<file path="src/hdl/gimli_pkg.sv">
// ----------------------------------------------------------------------------
// gimli_pkg: shared types and constants
// Holds the state type of the permutation and the fixed round constants.
// ----------------------------------------------------------------------------
package gimli_pkg;

  localparam int unsigned NWORDS = 12;
  localparam int unsigned NCOLS  = 4;

  localparam int unsigned ROT_X = 24;
  localparam int unsigned ROT_Y = 9;

  localparam logic [31:0] RC_BASE = 32'h9e377900;

  // round number modulo four selects the row-0 swap
  localparam logic [1:0] PHASE_SMALL = 2'd0;
  localparam logic [1:0] PHASE_BIG   = 2'd2;

  typedef logic [31:0] word_t;
  typedef logic [NWORDS-1:0][31:0] state_t;

endpackage

</file>
<file path="src/hdl/gimli_round.sv">
// ----------------------------------------------------------------------------
// gimli_round: one round cell of the permutation chain
// Applies the column SP-boxes, the swap and constant of its round number, and
// registers the state with its valid bit when the chain advances.
// ----------------------------------------------------------------------------
module gimli_round #(
  parameter int unsigned ROUND_NUM = 24
) (
  input  logic              clk,
  input  logic              rst,
  input  logic              en,
  input  logic              prev_valid,
  input  gimli_pkg::state_t prev_state,
  output logic              valid,
  output gimli_pkg::state_t state
);

  localparam logic [1:0]  PHASE = ROUND_NUM[1:0];
  localparam logic [31:0] RC    = gimli_pkg::RC_BASE ^ 32'(ROUND_NUM);

  logic [gimli_pkg::NCOLS-1:0][31:0] xr;
  logic [gimli_pkg::NCOLS-1:0][31:0] yr;
  logic [gimli_pkg::NCOLS-1:0][31:0] zr;
  gimli_pkg::state_t                 mixed;
  gimli_pkg::state_t                 state_next;

  // SP-box on every column
  always_comb begin
    mixed = prev_state;
    for (int c = 0; c < int'(gimli_pkg::NCOLS); c++) begin
      xr[c] = (prev_state[c] << gimli_pkg::ROT_X) |
              (prev_state[c] >> (32 - gimli_pkg::ROT_X));
      yr[c] = (prev_state[gimli_pkg::NCOLS + c] << gimli_pkg::ROT_Y) |
              (prev_state[gimli_pkg::NCOLS + c] >> (32 - gimli_pkg::ROT_Y));
      zr[c] = prev_state[2 * gimli_pkg::NCOLS + c];
      mixed[2 * gimli_pkg::NCOLS + c] = xr[c] ^ (zr[c] << 1) ^ ((yr[c] & zr[c]) << 2);
      mixed[gimli_pkg::NCOLS + c]     = yr[c] ^ xr[c] ^ ((xr[c] | zr[c]) << 1);
      mixed[c]                        = zr[c] ^ yr[c] ^ ((xr[c] & yr[c]) << 3);
    end
  end

  // row-0 swap and round constant
  always_comb begin
    state_next = mixed;
    case (PHASE)
      gimli_pkg::PHASE_SMALL: begin
        state_next[0] = mixed[1] ^ RC;
        state_next[1] = mixed[0];
        state_next[2] = mixed[3];
        state_next[3] = mixed[2];
      end
      gimli_pkg::PHASE_BIG: begin
        state_next[0] = mixed[2];
        state_next[1] = mixed[3];
        state_next[2] = mixed[0];
        state_next[3] = mixed[1];
      end
      default: begin
        state_next = mixed;
      end
    endcase
  end

  always_ff @(posedge clk) begin
    if (rst) begin
      valid <= 1'b0;
    end else if (en) begin
      valid <= prev_valid;
    end
  end

  always_ff @(posedge clk) begin
    if (en) begin
      state <= state_next;
    end
  end

endmodule

</file>
<file path="config.mk">
export PLATFORM = sky130hd
export DESIGN_NAME = gimli_round
export DESIGN_NICKNAME = d
export VERILOG_FILES = /design/src/hdl/gimli_pkg.sv /design/src/hdl/gimli_round.sv
export SDC_FILE = /design/constraint.sdc
export NUM_CORES = 1
export LEC_CHECK = 0
export ABC_CLOCK_PERIOD_IN_PS = 990
export BUFFER_PORTS_ARGS = -buffer_cell sky130_fd_sc_hd__buf_2
export CORE_AREA = 2 2 300 302
export DETAILED_ROUTE_END_ITERATION = 8
export DIE_AREA = 0 0 302 304
export PLACE_DENSITY = 0.4
export SLEW_MARGIN = 20
export SYNTH_ARGS = -nofsm -noshare
export SYNTH_HDL_FRONTEND = slang
export SYNTH_SLANG_ARGS = --single-unit
</file>
<file path="constraint.sdc">
create_clock -name clk -period 0.99 [get_ports clk]
set_input_delay 0.099 -clock clk [delete_from_list [all_inputs] [get_ports clk]]
set_output_delay 0.099 -clock clk [all_outputs]
set_load 0.02 [all_outputs]
</file>
* Yosys cells after proc, flatten, opt, wreduce, memory -nomap -nowiden *
Cells that the tools add are included.

storage, ports and cells
  bits in registers = 385
  output and inout bits = 385
  word-level logic and storage cells = 58

operators by class
  bitwise logic cells = 45

operators by type and width
  operator          number
  $xor A32 B32 Y32  24
  $or A32 B24 Y32   4
  $or A32 B9 Y32    4
  $or A31 B31 Y31   4
  $and A30 B30 Y30  4
  $and A29 B29 Y29  4
  $not A17 Y17      1

* Longest topological paths before layout *
  depth after elaboration = 4
  depth in mapped cells = 3
  gate-level depth less buffers = 3

* Worst setup path before layout *
No wires, ideal clock.

  kind = input to register
  start point = input port prev_state[36] (netlist bit)
  end point = register state[31] (netlist bit) (data pin)
  stages on the path = 3
  data arrival time = 537 ps
  required time = 732 ps
  setup slack = 195 ps
  cells stage by stage = ha_1 xor2_1 xnor2_1

RTL lines
  element                 line               RTL
  start: declaration      gimli_round.sv:13  input gimli_pkg::state_t prev_state,
  end signal: assignment  gimli_round.sv:74  state <= state_next;
  end: declaration        gimli_round.sv:15  output gimli_pkg::state_t state

* Final worst setup path *
  start point = register state[114] (netlist bit)
  end point = output port state[114] (netlist bit)

No word-level cell between the ends.

==> impl_metrics.yaml <==
status:
  status: "finished, violations left"
  violations: "setup timing"
synthesis:
  avgSynthCellArea_um2: 15.51
  synth_cells: 1251
  synth_area_um2: 19400
  ys_types: 7
  seq_area_frac_synth_pct: 59.55
  ys_ff_latch: 385
  synth_nets: 1875
  yosys_warnings: 0
floorplanning:
  io_pins: 773
  start_util_pct: 21.78
  dieArea_um2: 91810
  fp.dieH_um: 304
  floorplan.rows: 110
  die_w_um: 302
  core_um2: 89050
setup_path:
  r2r_cells: 2
  path_buf_inv: 1
  crit_path_max_fanout: 1
  worstSetupPathType: "flop to primary output"
  slowest_delay_ns: 0.54
  crit_required_ns: 0.89
  regToRegEndpoint: "valid"
  end_kind: "primary output"
  start_kind: "flop"
  cp_slowest_cell: "edfxtp_1"
  cp_top_family: "flip-flops"
  crit_chain: "buf_6"
  crit_arrival_ns: 1.33
  crit_start: "state[114]"
  regToRegSetupSlack_ns: 0.38
  r2r-start: "valid"
grt:
  grtUsageMet3_pct: 5.512
  groute.layer.met2.usage_pct: 27.49
  grt_antenna_before_repair: 11
  grt_pass1_vias: 16480
  grt_max_degree: 59
  grt-busiest-layer: "met2"
  gr-total-overflow: 0
  use_met1_pct: 16.05
  grt.total_usage_pct: 15.21
  grt_first_pass_wirelength_um: 103300
timing:
  drv_slew: 0
  min_period_over_period_pct: 144.4
  hold_viol: 0
  period_minus_slack_ns: 1.429
  relSlewSlack_pct: 72.59
  hold_slack_ns: 0.06118
  setup_violations: 387
  max_slew.worst_pin.slew_ns: 0.4112
  rsz0062_at_grt: "yes"
  fmax_ghz: 0.6996
  fin_ws_ns: -0.4394
  skew_ns: 0
hold_path:
  holdPathStages: 4
  hold_path_class: "input pin to flop"
  hold_end: "state[213]"
  min_from: "prev_state[340]"
cts:
  htree_levels: 2
  clock-sinks: 385
  clk_transition_reported_paths_ns: 0.06
  numCtsBuffers: 50
  cts_tree: "done"
  ctsLongestPathBuffers: 3
  insertion_delay_ns: 0.58
  root_buffer: "clkbuf_16"
place:
  dpl.hpwl_um: 58780
  place_worst_setup_slack_ns: -0.1645
  place_inst: 3338
  gp_congestion: 0.9023
  io_buffers: 772
route:
  drt_iter0_drc: 425
  ant_nets: 0
  wl_per_cell_um: 18.84
  drc_errors: 0
  wl_um: 71860
  dr.pass1.iters: 4
  avgViaCountPerCell: 3.826
  num_vias: 14600
finish:
  drive_gt1_share_pct: 38.08
  nets: 3217
  multiInputGateArea_um2: 7929
  final_util_pct: 37.88
  fillers: 8678
  area_delta_synth_final_pct: 73.88
  seqCellArea_um2: 11550
  fin_cells: 3815
job:
  maxCapViolations: 0
power:
  ir_drop_uv: 1323
  p_leak_uw: 0.01411
  p_per_area_nw_per_um2: 1657
==> per-stage QoR <==
step           area [um2]  power [uW]  setup TNS, ns
2_1_floorplan       19400       27680              0
3_3_place_gp        25990       33550         -1.459
3_5_place_dp        25990       33580         -1.694
4_1_cts             32980       56210        -112.82
5_1_grt             33730       58440        -112.97
6_report            33730       55890         -88.54
==> where the power goes <==
group / internal (uW) / leakage (uW) / switching (uW)
Clock: 11500 / 0.000830 / 7600
Sequential: 20700 / 0.00377 / 1030
Combinational: 7690 / 0.00951 / 7310
==> worst max path at each step <==
| stage | to | slack [ns] | cells past startpoint |
|---|---|---|---|
| 3_3_place_gp | state[112] | -0.17 | 3 |
| 6_report | state[114] | -0.44 | 1 |
| 3_5_place_dp | state[112] | -0.16 | 3 |
| 5_1_grt | state[114] | -0.51 | 1 |
| 4_1_cts | state[114] | -0.50 | 1 |
| 2_1_floorplan | state[31] | 0.20 | 3 |
==> repair_timing <==
| action | 4_1_cts | 5_1_grt |
|---|---|---|
| pin swaps | 0 | 0 |
| gates cloned | 0 | 1 |
| setup buffers | 0 | 0 |
| endpoints found under the hold margin | 413 | 0 |
| hold buffers | 380 | 0 |
| endpoints found under the setup margin | 385 | 400 |
| resized for setup | 488 | 217 |
==> logic make-up (layout without fill, tap and decap cells) <==
group | count (synthesis) | in the layout | synth area share (%)
flops | 385 | 385 | 59.55
buf+inv | 0 | 1383 | 0
simple gates | 125 | 125 | 2.419
xor+xnor | 504 | 504 | 22.76
fa+ha+maj | 236 | 236 | 15.22
mux | 1 | 1 | 0.05160
other cells | 0 | 5 | 0
==> cell usage after synthesis <==
master	number	share of area, %
dfxtp_1	1	0.10
edfxtp_1	384	59
ha_1	236	15
mux2i_1	1	0.052
nor2_1	125	2.4
xnor2_1	395	18
xor2_1	109	4.9
==> cell usage in the layout, fill, tap and decap left out, types with 2 or more instances in the layout <==
| cell | synthesis | final |
|---|---|---|
| clkinvlp_4 | 0 | 3 |
| clkbuf_16 | 0 | 54 |
| clkinv_1 | 0 | 15 |
| xnor2_2 | 0 | 7 |
| buf_16 | 0 | 3 |
| clkbuf_1 | 0 | 3 |
| nor2_2 | 0 | 2 |
| nor2_1 | 125 | 123 |
| buf_6 | 0 | 338 |
| xnor2_1 | 395 | 388 |
| buf_2 | 0 | 431 |
| inv_6 | 0 | 5 |
| edfxtp_1 | 384 | 384 |
| ha_1 | 236 | 229 |
| clkinv_2 | 0 | 7 |
| bufinv_16 | 0 | 7 |
| dlygate4sd3_1 | 0 | 379 |
| diode_2 | 0 | 5 |
| ha_2 | 0 | 7 |
| buf_12 | 0 | 11 |
| buf_8 | 0 | 2 |
| buf_4 | 0 | 124 |
| xor2_1 | 109 | 108 |
==> layer usage <==
layer  vias to the layer above  routed length (um)
met4                        12                2536
met3                       133                6458
met5                         -                  67
li1                       7142                   -
met1                      6778               26630
met2                       531               36170
==> state kept, by name (all words and copies together), names as in the netlist <==
name	count
valid	1
state	384
==> final cells by class <==
type	count	area share, %
clock buffer	56	3.966
multi-input combinational	866	23.51
tap	1176	4.362
clock inverter	37	1.091
timing repair buffer	1290	32.79
sequential	385	34.25
antenna	5	0.03710
==> tightest hold or removal path, stage by stage <==
cell and delay, ns:
buf_2 0.11, buf_4 0.14, nor2_1 0.06, xnor2_1 0.12
Note: power is estimated with default switching activity, not from simulation.
